==> config.mk <==
export PLATFORM = sky130hd
export DESIGN_NAME = sync_frame_receiver_xor_check
export DESIGN_NICKNAME = d
export VERILOG_FILES = /design/src/hw/rtl/sfr_pkg.sv /design/src/hw/rtl/sfr_store.sv /design/src/hw/rtl/sync_frame_receiver_xor_check.sv
export SDC_FILE = /design/constraint.sdc
export NUM_CORES = 2
export LEC_CHECK = 0
export BUFFER_PORTS_ARGS = -buffer_cell sky130_fd_sc_hd__buf_2
export CORE_MARGIN = 1
export CORE_UTILIZATION = 50
export CTS_CLUSTER_DIAMETER = 40
export DETAILED_ROUTE_END_ITERATION = 16
export MAX_ROUTING_LAYER = met4
export PLACE_DENSITY = 0.67
export SYNTH_ARGS = -nofsm -noshare
export SYNTH_HDL_FRONTEND = slang
export SYNTH_SLANG_ARGS = --single-unit
==> constraint.sdc <==
create_clock -name clock -period 4.31 [get_ports clock]
set_input_delay 0.431 -clock clock [delete_from_list [all_inputs] [get_ports clock]]
set_output_delay 0.431 -clock clock [all_outputs]
set_load 0.01 [all_outputs]
==> src/hw/rtl/sfr_pkg.sv <==
// Shared constants and types for the framed byte receiver.
// Used by sfr_store and sync_frame_receiver_xor_check; depends on nothing.
`timescale 1ns / 1ps

package sfr_pkg;

   // frame layout
   localparam int MAX_BODY      = 128;
   localparam int HEADER_BYTES  = 8;
   localparam int ID_OFFSET     = 2;
   localparam int LENGTH_OFFSET = 4;
   localparam int CHECK_BYTES   = 2;
   localparam int SYNC_BYTES    = 2;

   // register reset values
   localparam logic [15:0] SYNC_WORD_RST    = 16'h0000;
   localparam logic [7:0]  MAX_BODY_LEN_RST = 8'd128;

   // request codes
   localparam logic [1:0] REQ_BYTE    = 2'd0;
   localparam logic [1:0] REQ_READ    = 2'd1;
   localparam logic [1:0] REQ_RELEASE = 2'd2;

   // result codes
   localparam logic [2:0] EV_GOOD    = 3'd0;
   localparam logic [2:0] EV_CSUM    = 3'd1;
   localparam logic [2:0] EV_LONG    = 3'd2;
   localparam logic [2:0] EV_READ    = 3'd3;
   localparam logic [2:0] EV_REFUSED = 3'd4;

   // register indexes
   localparam logic [1:0] CSR_SYNC_WORD    = 2'd0;
   localparam logic [1:0] CSR_MAX_BODY_LEN = 2'd1;

   typedef enum logic [1:0] {
      PH_HUNT,
      PH_HEADER,
      PH_BODY,
      PH_LOCKED
   } phase_type;

endpackage

==> src/hw/rtl/sfr_store.sv <==
// Frame byte store: one write port, one read port, registered read data.
// Depends on sfr_pkg only through the default value of its DEPTH parameter.
`timescale 1ns / 1ps

module sfr_store #(
   parameter int DEPTH = sfr_pkg::HEADER_BYTES + sfr_pkg::MAX_BODY + sfr_pkg::CHECK_BYTES,
   parameter int AW    = $clog2(DEPTH)
) (
   input  logic          clock,
   input  logic          wr_en,
   input  logic [AW-1:0] wr_addr,
   input  logic [7:0]    wr_data,
   input  logic          rd_en,
   input  logic [AW-1:0] rd_addr,
   output logic [7:0]    rd_data
);

   logic [7:0] mem [DEPTH];
   logic [7:0] rd_data_ff;

   always_ff @(posedge clock) begin
      if (wr_en) begin
         mem[wr_addr] <= wr_data;
      end
   end

   always_ff @(posedge clock) begin
      if (rd_en) begin
         rd_data_ff <= mem[rd_addr];
      end
   end

   assign rd_data = rd_data_ff;

endmodule

==> src/hw/rtl/sync_frame_receiver_xor_check.sv <==
// Framed byte receiver with 16-bit XOR checksum, top level.
// Depends on sfr_pkg and sfr_store.
`timescale 1ns / 1ps
//
// Usage:
//  - req channel (valid/stall): one word per accepted edge. req_type selects
//    a received stream byte, a read of the frame buffer, or a release.
//  - rsp channel (valid/stall): at most one result word per request; frame
//    events (good, checksum error, length too long), read data, refused byte.
//  - csr channel (valid/ready, always ready): index 0 sync word, 1 body limit.
//    Write only while no request is in flight.
// Throughput: one request per cycle while req_stall is low. Each header or body
//  byte is a single buffer write and a byte-wide XOR update; a read is at most one buffer read port access.
// Result path: a result is registered in the read stage (with the buffer read
//  register), then in the output register, before it appears on rsp.
// Stall: results queue in the read stage and the output register; req_stall
//  rises only when both hold a result and rsp_stall is high.
// Reset: hunting for sync, error count zero, sync word 0, body limit 128. The
//  buffer is not cleared; a release makes it read as zero until rewritten.
// After a good frame, bytes are refused until release; reads are served always.

module sync_frame_receiver_xor_check #(
   parameter int MAX_BODY = sfr_pkg::MAX_BODY
) (
   input  logic        clock,
   input  logic        reset,
   input  logic        req_valid,
   output logic        req_stall,
   input  logic [1:0]  req_type,
   input  logic [7:0]  req_rx_byte,
   input  logic [7:0]  req_read_offset,
   output logic        rsp_valid,
   input  logic        rsp_stall,
   output logic [2:0]  rsp_event_kind,
   output logic [7:0]  rsp_frame_id,
   output logic [15:0] rsp_body_length,
   output logic [7:0]  rsp_read_data,
   output logic [15:0] rsp_error_total,
   input  logic        csr_valid,
   output logic        csr_ready,
   input  logic [1:0]  csr_index,
   input  logic [15:0] csr_data
);

   localparam int STORE_BYTES = sfr_pkg::HEADER_BYTES + MAX_BODY + sfr_pkg::CHECK_BYTES;
   localparam int AW = $clog2(STORE_BYTES);
   localparam int IW = $clog2(STORE_BYTES + 1);
   localparam int LW = $clog2(MAX_BODY + sfr_pkg::CHECK_BYTES + 1);

   localparam logic [7:0]    BODY_CAP   = 8'(MAX_BODY);
   localparam logic [IW-1:0] HDR_LAST   = IW'(sfr_pkg::HEADER_BYTES - 1);
   localparam logic [IW-1:0] HDR_BYTES  = IW'(sfr_pkg::HEADER_BYTES);
   localparam logic [IW-1:0] ID_IDX     = IW'(sfr_pkg::ID_OFFSET);
   localparam logic [IW-1:0] LEN_LO_IDX = IW'(sfr_pkg::LENGTH_OFFSET);
   localparam logic [IW-1:0] LEN_HI_IDX = IW'(sfr_pkg::LENGTH_OFFSET + 1);
   localparam logic [IW-1:0] SYNC_IDX   = IW'(sfr_pkg::SYNC_BYTES);
   localparam logic [7:0]    SYNC_OFF   = 8'(sfr_pkg::SYNC_BYTES);

   // configuration
   logic [15:0] sync_word_ff, sync_word_in;
   logic [7:0]  max_len_ff, max_len_in;

   // receiver state
   sfr_pkg::phase_type phase_ff, phase_in;
   logic [15:0]   sync_shift_ff, sync_shift_in;
   logic [IW-1:0] byte_index_ff, byte_index_in;
   logic [LW-1:0] bytes_left_ff, bytes_left_in;
   logic [15:0]   xor_ff, xor_in;
   logic [15:0]   fail_ff, fail_in;
   logic [IW-1:0] hwm_ff, hwm_in;       // buffer prefix written since last release
   logic [7:0]    sync_lo_ff, sync_lo_in;
   logic [7:0]    sync_hi_ff, sync_hi_in;
   logic [7:0]    id_ff, id_in;
   logic [15:0]   len_ff, len_in;
   logic [IW-1:0] mix_end_ff, mix_end_in;
   logic [7:0]    prev_ff, prev_in;

   // read stage
   logic          s1_valid_ff, s1_valid_in;
   logic [2:0]    s1_kind_ff, s1_kind_in;
   logic [7:0]    s1_id_ff, s1_id_in;
   logic [15:0]   s1_len_ff, s1_len_in;
   logic [15:0]   s1_err_ff, s1_err_in;
   logic          s1_use_mem_ff, s1_use_mem_in;
   logic [7:0]    s1_fix_ff, s1_fix_in;

   // output register
   logic          rsp_valid_ff, rsp_valid_in;
   logic [2:0]    rsp_kind_ff;
   logic [7:0]    rsp_id_ff;
   logic [15:0]   rsp_len_ff;
   logic [7:0]    rsp_data_ff;
   logic [15:0]   rsp_err_ff;

   // buffer port
   logic          mem_we;
   logic [AW-1:0] mem_waddr;
   logic          mem_re;
   logic [AW-1:0] mem_raddr;
   logic [7:0]    mem_q;

   logic          accept;
   logic          s1_move;
   logic [7:0]    b;
   logic [IW-1:0] k_inc;
   logic [15:0]   shift_nx;
   logic          sync_hit;
   logic [15:0]   xor_mixed;
   logic [15:0]   body_xor;
   logic [7:0]    id_nx;
   logic [15:0]   len_nx;
   logic [7:0]    lim;
   logic          too_long;
   logic          hdr_last;
   logic          body_last;
   logic          csum_ok;
   logic          read_hit;
   logic [IW-1:0] hwm_wr;

   assign b         = req_rx_byte;
   assign s1_move   = s1_valid_ff & (~rsp_valid_ff | ~rsp_stall);
   assign req_stall = s1_valid_ff & rsp_valid_ff & rsp_stall;
   assign accept    = req_valid & ~req_stall;
   assign csr_ready = 1'b1;

   assign k_inc     = byte_index_ff + 1'b1;
   assign shift_nx  = {b, sync_shift_ff[15:8]};
   assign sync_hit  = (shift_nx == sync_word_ff);
   assign xor_mixed = byte_index_ff[0] ? (xor_ff ^ {b, 8'h00}) : (xor_ff ^ {8'h00, b});
   assign body_xor  = (byte_index_ff < mix_end_ff) ? xor_mixed : xor_ff;
   assign id_nx     = (byte_index_ff == ID_IDX) ? b : id_ff;
   assign len_nx[7:0]  = (byte_index_ff == LEN_LO_IDX) ? b : len_ff[7:0];
   assign len_nx[15:8] = (byte_index_ff == LEN_HI_IDX) ? b : len_ff[15:8];
   assign lim       = (max_len_ff < BODY_CAP) ? max_len_ff : BODY_CAP;
   assign too_long  = len_nx > {8'h00, lim};
   assign hdr_last  = (byte_index_ff == HDR_LAST);
   assign body_last = (bytes_left_ff == LW'(1));
   // the final byte is the checksum high half; the one before is its low half
   assign csum_ok   = ({b, prev_ff} == body_xor);
   assign read_hit  = req_read_offset < 8'(hwm_ff);
   assign hwm_wr    = (k_inc > hwm_ff) ? k_inc : hwm_ff;

   // next phase
   always_comb begin
      phase_in = phase_ff;
      if (accept) begin
         case (req_type)
            sfr_pkg::REQ_RELEASE: begin
               phase_in = sfr_pkg::PH_HUNT;
            end
            sfr_pkg::REQ_BYTE: begin
               case (phase_ff)
                  sfr_pkg::PH_HUNT: begin
                     if (sync_hit) begin
                        phase_in = sfr_pkg::PH_HEADER;
                     end
                  end
                  sfr_pkg::PH_HEADER: begin
                     if (hdr_last) begin
                        phase_in = too_long ? sfr_pkg::PH_HUNT : sfr_pkg::PH_BODY;
                     end
                  end
                  sfr_pkg::PH_BODY: begin
                     if (body_last) begin
                        phase_in = csum_ok ? sfr_pkg::PH_LOCKED : sfr_pkg::PH_HUNT;
                     end
                  end
                  sfr_pkg::PH_LOCKED: begin
                     phase_in = sfr_pkg::PH_LOCKED;
                  end
                  default: begin
                     phase_in = sfr_pkg::PH_HUNT;
                  end
               endcase
            end
            default: begin
               phase_in = phase_ff;
            end
         endcase
      end
   end

   // datapath and result generation
   always_comb begin
      sync_shift_in = sync_shift_ff;
      byte_index_in = byte_index_ff;
      bytes_left_in = bytes_left_ff;
      xor_in        = xor_ff;
      fail_in       = fail_ff;
      hwm_in        = hwm_ff;
      sync_lo_in    = sync_lo_ff;
      sync_hi_in    = sync_hi_ff;
      id_in         = id_ff;
      len_in        = len_ff;
      mix_end_in    = mix_end_ff;
      prev_in       = prev_ff;
      mem_we        = 1'b0;
      mem_waddr     = byte_index_ff[AW-1:0];
      mem_re        = 1'b0;
      mem_raddr     = req_read_offset[AW-1:0];
      s1_kind_in    = s1_kind_ff;
      s1_id_in      = id_ff;
      s1_len_in     = len_ff;
      s1_err_in     = fail_ff;
      s1_use_mem_in = 1'b0;
      s1_fix_in     = 8'h00;
      s1_valid_in   = s1_move ? 1'b0 : s1_valid_ff;

      if (accept) begin
         case (req_type)
            sfr_pkg::REQ_READ: begin
               s1_valid_in = 1'b1;
               s1_kind_in  = sfr_pkg::EV_READ;
               if (read_hit) begin
                  if (req_read_offset < SYNC_OFF) begin
                     s1_fix_in = req_read_offset[0] ? sync_hi_ff : sync_lo_ff;
                  end else begin
                     s1_use_mem_in = 1'b1;
                     mem_re        = 1'b1;
                  end
               end
            end
            sfr_pkg::REQ_RELEASE: begin
               byte_index_in = '0;
               bytes_left_in = '0;
               xor_in        = '0;
               hwm_in        = '0;
               id_in         = 8'h00;
               len_in        = 16'h0000;
            end
            sfr_pkg::REQ_BYTE: begin
               case (phase_ff)
                  sfr_pkg::PH_HUNT: begin
                     sync_shift_in = shift_nx;
                     if (sync_hit) begin
                        sync_lo_in    = shift_nx[7:0];
                        sync_hi_in    = shift_nx[15:8];
                        byte_index_in = SYNC_IDX;
                        xor_in        = '0;
                        hwm_in        = (hwm_ff > SYNC_IDX) ? hwm_ff : SYNC_IDX;
                     end
                  end
                  sfr_pkg::PH_HEADER: begin
                     mem_we        = 1'b1;
                     hwm_in        = hwm_wr;
                     id_in         = id_nx;
                     len_in        = len_nx;
                     xor_in        = xor_mixed;
                     byte_index_in = k_inc;
                     if (hdr_last) begin
                        if (too_long) begin
                           byte_index_in = '0;
                           bytes_left_in = '0;
                           sync_shift_in = 16'h0000;
                           s1_valid_in   = 1'b1;
                           s1_kind_in    = sfr_pkg::EV_LONG;
                           s1_id_in      = id_nx;
                           s1_len_in     = len_nx;
                        end else begin
                           bytes_left_in = len_nx[LW-1:0] + LW'(sfr_pkg::CHECK_BYTES);
                           // odd length: first checksum byte joins the XOR
                           mix_end_in    = HDR_BYTES + len_nx[IW-1:0] + IW'(len_nx[0]);
                        end
                     end
                  end
                  sfr_pkg::PH_BODY: begin
                     mem_we        = 1'b1;
                     hwm_in        = hwm_wr;
                     xor_in        = body_xor;
                     prev_in       = b;
                     byte_index_in = k_inc;
                     bytes_left_in = bytes_left_ff - 1'b1;
                     if (body_last) begin
                        s1_valid_in = 1'b1;
                        if (csum_ok) begin
                           byte_index_in = '0;
                           s1_kind_in    = sfr_pkg::EV_GOOD;
                        end else begin
                           if (fail_ff != 16'hFFFF) begin
                              fail_in = fail_ff + 1'b1;
                           end
                           byte_index_in = '0;
                           bytes_left_in = '0;
                           sync_shift_in = 16'h0000;
                           s1_kind_in    = sfr_pkg::EV_CSUM;
                           s1_err_in     = (fail_ff != 16'hFFFF) ? fail_ff + 1'b1 : fail_ff;
                        end
                     end
                  end
                  sfr_pkg::PH_LOCKED: begin
                     s1_valid_in = 1'b1;
                     s1_kind_in  = sfr_pkg::EV_REFUSED;
                  end
                  default: begin
                     byte_index_in = '0;
                     bytes_left_in = '0;
                     sync_shift_in = 16'h0000;
                  end
               endcase
            end
            default: begin
               s1_valid_in = s1_move ? 1'b0 : s1_valid_ff;
            end
         endcase
      end
   end

   // configuration writes
   always_comb begin
      sync_word_in = sync_word_ff;
      max_len_in   = max_len_ff;
      if (csr_valid && csr_ready) begin
         case (csr_index)
            sfr_pkg::CSR_SYNC_WORD: begin
               sync_word_in = csr_data;
            end
            sfr_pkg::CSR_MAX_BODY_LEN: begin
               max_len_in = csr_data[7:0];
            end
            default: begin
               sync_word_in = sync_word_ff;
            end
         endcase
      end
   end

   assign rsp_valid_in = s1_move ? 1'b1 : (rsp_valid_ff & rsp_stall);

   always_ff @(posedge clock) begin
      if (reset) begin
         sync_word_ff  <= sfr_pkg::SYNC_WORD_RST;
         max_len_ff    <= sfr_pkg::MAX_BODY_LEN_RST;
         phase_ff      <= sfr_pkg::PH_HUNT;
         sync_shift_ff <= 16'h0000;
         byte_index_ff <= '0;
         bytes_left_ff <= '0;
         xor_ff        <= 16'h0000;
         fail_ff       <= 16'h0000;
         hwm_ff        <= '0;
         id_ff         <= 8'h00;
         len_ff        <= 16'h0000;
         s1_valid_ff   <= 1'b0;
         rsp_valid_ff  <= 1'b0;
      end else begin
         sync_word_ff  <= sync_word_in;
         max_len_ff    <= max_len_in;
         phase_ff      <= phase_in;
         sync_shift_ff <= sync_shift_in;
         byte_index_ff <= byte_index_in;
         bytes_left_ff <= bytes_left_in;
         xor_ff        <= xor_in;
         fail_ff       <= fail_in;
         hwm_ff        <= hwm_in;
         id_ff         <= id_in;
         len_ff        <= len_in;
         s1_valid_ff   <= s1_valid_in;
         rsp_valid_ff  <= rsp_valid_in;
      end
   end

   always_ff @(posedge clock) begin
      sync_lo_ff <= sync_lo_in;
      sync_hi_ff <= sync_hi_in;
      mix_end_ff <= mix_end_in;
      prev_ff    <= prev_in;
      if (accept) begin
         s1_kind_ff    <= s1_kind_in;
         s1_id_ff      <= s1_id_in;
         s1_len_ff     <= s1_len_in;
         s1_err_ff     <= s1_err_in;
         s1_use_mem_ff <= s1_use_mem_in;
         s1_fix_ff     <= s1_fix_in;
      end
      if (s1_move) begin
         rsp_kind_ff <= s1_kind_ff;
         rsp_id_ff   <= s1_id_ff;
         rsp_len_ff  <= s1_len_ff;
         rsp_data_ff <= s1_use_mem_ff ? mem_q : s1_fix_ff;
         rsp_err_ff  <= s1_err_ff;
      end
   end

   sfr_store #(
      .DEPTH (STORE_BYTES),
      .AW    (AW)
   ) u_store (
      .clock   (clock),
      .wr_en   (mem_we),
      .wr_addr (mem_waddr),
      .wr_data (b),
      .rd_en   (mem_re),
      .rd_addr (mem_raddr),
      .rd_data (mem_q)
   );

   assign rsp_valid       = rsp_valid_ff;
   assign rsp_event_kind  = rsp_kind_ff;
   assign rsp_frame_id    = rsp_id_ff;
   assign rsp_body_length = rsp_len_ff;
   assign rsp_read_data   = rsp_data_ff;
   assign rsp_error_total = rsp_err_ff;

endmodule

==> flow_metrics.env <==
export IMPL_fin_tns_setup_ns=0
export IMPL_synth_fp_nets=3355
export IMPL_post_cts_resized=0
export IMPL_dp_cells=4791
export IMPL_drive_above_1_share_pct=21.4
export IMPL_path_cells="inv_1 > ha_1 > nor3b_2 > nand2_1 > a21oi_2 > inv_1 > ha_1 > a21o_1 > a21o_1 > a221o_1 > a41oi_1 > a32oi_4 > buf_4 > o21ai_2 > a41oi_1 > o21ai_0"
export IMPL_synthArstFlopShare_pct=0
export IMPL_dp_hpwl_um=93700
export IMPL_synthDistinctLibCells=86
export IMPL_drtIter0Drc=3446
export IMPL_vias_per_cell=6.20
export IMPL_drt_wirelength_per_cell_um=28.5
export IMPL_cp_num_buf_inv=3
export IMPL_synth_main_ff_cell="edfxtp_1"
export IMPL_nFillCells=8103
export IMPL_io_buffers=93
export IMPL_reg2reg_setup_slack_ns=0.25
export IMPL_hold_worst_slack_ns=0.0891
export IMPL_place_gp_congestion=0.934
export IMPL_cts_root_buffer="clkbuf_16"
export IMPL_startpoint_type="register"
export IMPL_fin_cells=5106
export IMPL_crit_slowest_cell="o21ai_2"
export IMPL_worstPathMaxFanout=10
export IMPL_gr_total_overflow=0
export IMPL_r2r_start="byte_index_ff[0]"
export IMPL_synth_avg_cell_area_um2=16.9
export IMPL_drtPass1Iterations=5
export IMPL_grtUsageTotal_pct=27.0
export IMPL_fin_crit_sh_pct=94.3
export IMPL_maxSlewHeadroom_pct=21.7
export IMPL_worst_setup_path_type="register to register"
export IMPL_arrival_ns=4.73
export IMPL_ys_warn_count=0
export IMPL_crit_path_max_incr_delay_ns=0.37
export IMPL_die_width_um=335
export IMPL_ys_seq_area_share_pct=71.8
export IMPL_setup_viol=0
export IMPL_cts_tree="done"
export IMPL_num_rows=121
export IMPL_end_kind="register"
export IMPL_hp_start="csr_index[1]"
export IMPL_p_per_area_nw_per_um2=456
export IMPL_syn2layout_area_growth_pct=15.0
export IMPL_synth_edf_count=1246
export IMPL_path_clk_slew_ns=0.06
export IMPL_finalWirelength_um=146000
export IMPL_p_leak_nw=21.1
export IMPL_fin_nets=3579
export IMPL_critical_path_startpoint="byte_index_ff[0]"
export IMPL_grt_max_degree=97
export IMPL_syn_inst=3275
export IMPL_peakVddDrop_uv=319
export IMPL_drc=0
export IMPL_clockBufferDepth=3
export IMPL_fp_dieH_um=335
export IMPL_final_util_pct=58.2
export IMPL_period_minus_slack_ns=4.06
export IMPL_num_io_pins=95
export IMPL_syn_area_um2=55400
export IMPL_seq_area_um2=39700
export IMPL_numClockSinks=1362
export IMPL_vias=31632
export IMPL_max_cap_violations=0
export IMPL_drv_slew=0
export IMPL_ant_nets=0
export IMPL_grt_pass1_wl_um=214000
export IMPL_cp_top_family="compound AO/OA/AOI/OAI gates"
export IMPL_die_area_um2=112000
export IMPL_fmax_mhz=246
export IMPL_worst_slew_pin_slew_ns=1.16
export IMPL_hold_path_class="primary input to register"
export IMPL_ys_ff_latch=1362
export IMPL_grt_pass1_vias=31757
export IMPL_h_tree_depth=4
export IMPL_critPathRequiredTime_ns=4.98
export IMPL_core_area_um2=109000
export IMPL_start_util_pct=50.7
export IMPL_cts_buffers=161
export IMPL_antenna_found_initial=10
export IMPL_finalHoldViolations=0
export IMPL_clock_latency_ns=0.78
export IMPL_fin_skew_ns=0.0345
export IMPL_run_status="completed"
export IMPL_total_power_mw=29.0
export IMPL_multi_input_area_um2=14700
layout by cell type (no fill, tap or decap), types with 10 or more instances in the layout:
cell type and count:
xnor2_1 22, o22ai_1 39, clkbuf_16 164, buf_4 139
mux2_2 36, ha_1 39, dlygate4sd3_1 18, mux4_2 220
a211oi_1 13, nand3_1 45, buf_2 81, inv_1 47
a311oi_1 19, o221ai_1 70, o21ai_0 45, a22oi_1 31
nor2_1 250, a21o_1 10, nor4_1 22, buf_12 17
edfxtp_1 1246, nor3_1 65, bufinv_16 12, nand2b_1 15
inv_6 17, a31oi_1 13, nand4_1 12, or4_1 15
clkinv_1 17, clkinv_2 20, nand2_1 150, nor2b_1 25
a21oi_1 120, clkinv_4 12, xor2_1 37, or3_1 10
mux2i_1 189, clkbuf_1 30, dfxtp_1 116
where the power goes:
group          internal [mW]  leakage, nW  switching [mW]
combinational          0.479         6.32           0.899
clock                   7.78         2.53            5.41
sequential              14.4         12.2          0.0220
total                   22.7         21.1            6.33
registers in the layout, indices dropped and copies added, names as in the netlist, 16 cells and up:
signal / flops
rsp_body_length: 16
rsp_error_total: 16
s1_err_ff: 16
fail_ff: 16
xor_ff: 16
sync_word_ff: 16
u_store.mem: 1104
len_ff: 16
s1_len_ff: 16
worst min-delay path, delay by kind of cell:
kind	cells	cell delay [ns]
simple gates	2	0.23
buf+inv	1	0.10
compound gates	1	0.05
what timing repair did:
action,in CTS,in global routing
hold buffers,18,0
hold endpoints to repair,26,0
buffers inserted,0,3
endpoints found under the setup margin,0,16
Yosys cell counts, types with 10 or more instances:
master / instances / area share (%)
o221ai_1: 70 / 1.1
ha_1: 39 / 0.88
nand4_1: 12 / 0.14
a22oi_1: 31 / 0.42
xor2_1: 37 / 0.59
mux2i_1: 189 / 3.4
edfxtp_1: 1246 / 68
nor2b_1: 25 / 0.28
dfxtp_1: 116 / 4.2
inv_1: 48 / 0.33
mux4_2: 220 / 8.9
a311oi_1: 19 / 0.30
xnor2_1: 22 / 0.35
or4_1: 15 / 0.20
a211oi_1: 13 / 0.18
nand3_1: 45 / 0.41
o21ai_0: 45 / 0.41
nor4_1: 23 / 0.26
or3_1: 10 / 0.11
mux2_2: 36 / 0.73
a31oi_1: 13 / 0.15
o22ai_1: 39 / 0.44
buf_4: 18 / 0.24
buf_2: 33 / 0.30
clkbuf_1: 128 / 0.87
buf_1: 16 / 0.11
nor3_1: 65 / 0.59
a21o_1: 10 / 0.14
nand2b_1: 16 / 0.18
nand2_1: 150 / 1.0
a21oi_1: 121 / 1.1
nor2_1: 250 / 1.7
path summary, 6_finish.rpt:
| check | cells past startpoint | endpoint |
|---|---|---|
| max | 16 | byte_index_ff[5] |
| min | 4 | sync_word_ff[15] |
| max reg2reg | 16 | byte_index_ff[5] |
| min reg2reg | 0 | rsp_error_total[13] |
layout make-up:
type | count | area share [%]
flip-flops and latches | 1362 | 62.4
multi-input cells | 1665 | 23.0
clock buffers | 194 | 6.62
clock inverters | 95 | 1.56
well taps | 1476 | 2.90
diodes | 5 | 0.0197
repair buffers | 257 | 3.14
inverters | 52 | 0.307
logic make-up (layout without fill, tap and decap cells):
family | after synthesis | in the layout | share of synthesized area, %
flops | 1362 | 1362 | 71.8
simple gates | 656 | 656 | 5.54
compound gates | 462 | 462 | 5.82
mux | 447 | 447 | 13.1
buf+inv | 248 | 598 | 1.89
xor+xnor | 60 | 60 | 0.963
fa+ha+maj | 39 | 39 | 0.881
other cells | 1 | 6 | 0.00677
metal layers:
metal  up-vias  part of all wire (%)  GRT usage [%]
met5         -                     0              -
met4         0                   2.6           8.37
met3       240                   8.1           4.81
met2      1374                    49           42.8
met1     16403                    40           35.7
li1      13615                     -              -
through the flow:
step           cell area (µm²)  worst slack, ns
2_1_floorplan            55400           0.0775
3_3_place_gp             58200            0.258
3_5_place_dp             58200            0.257
4_1_cts                  63600            0.249
5_1_grt                  63700       -0.0000715
6_report                 63700            0.247
(Power assumes the default switching activity.)
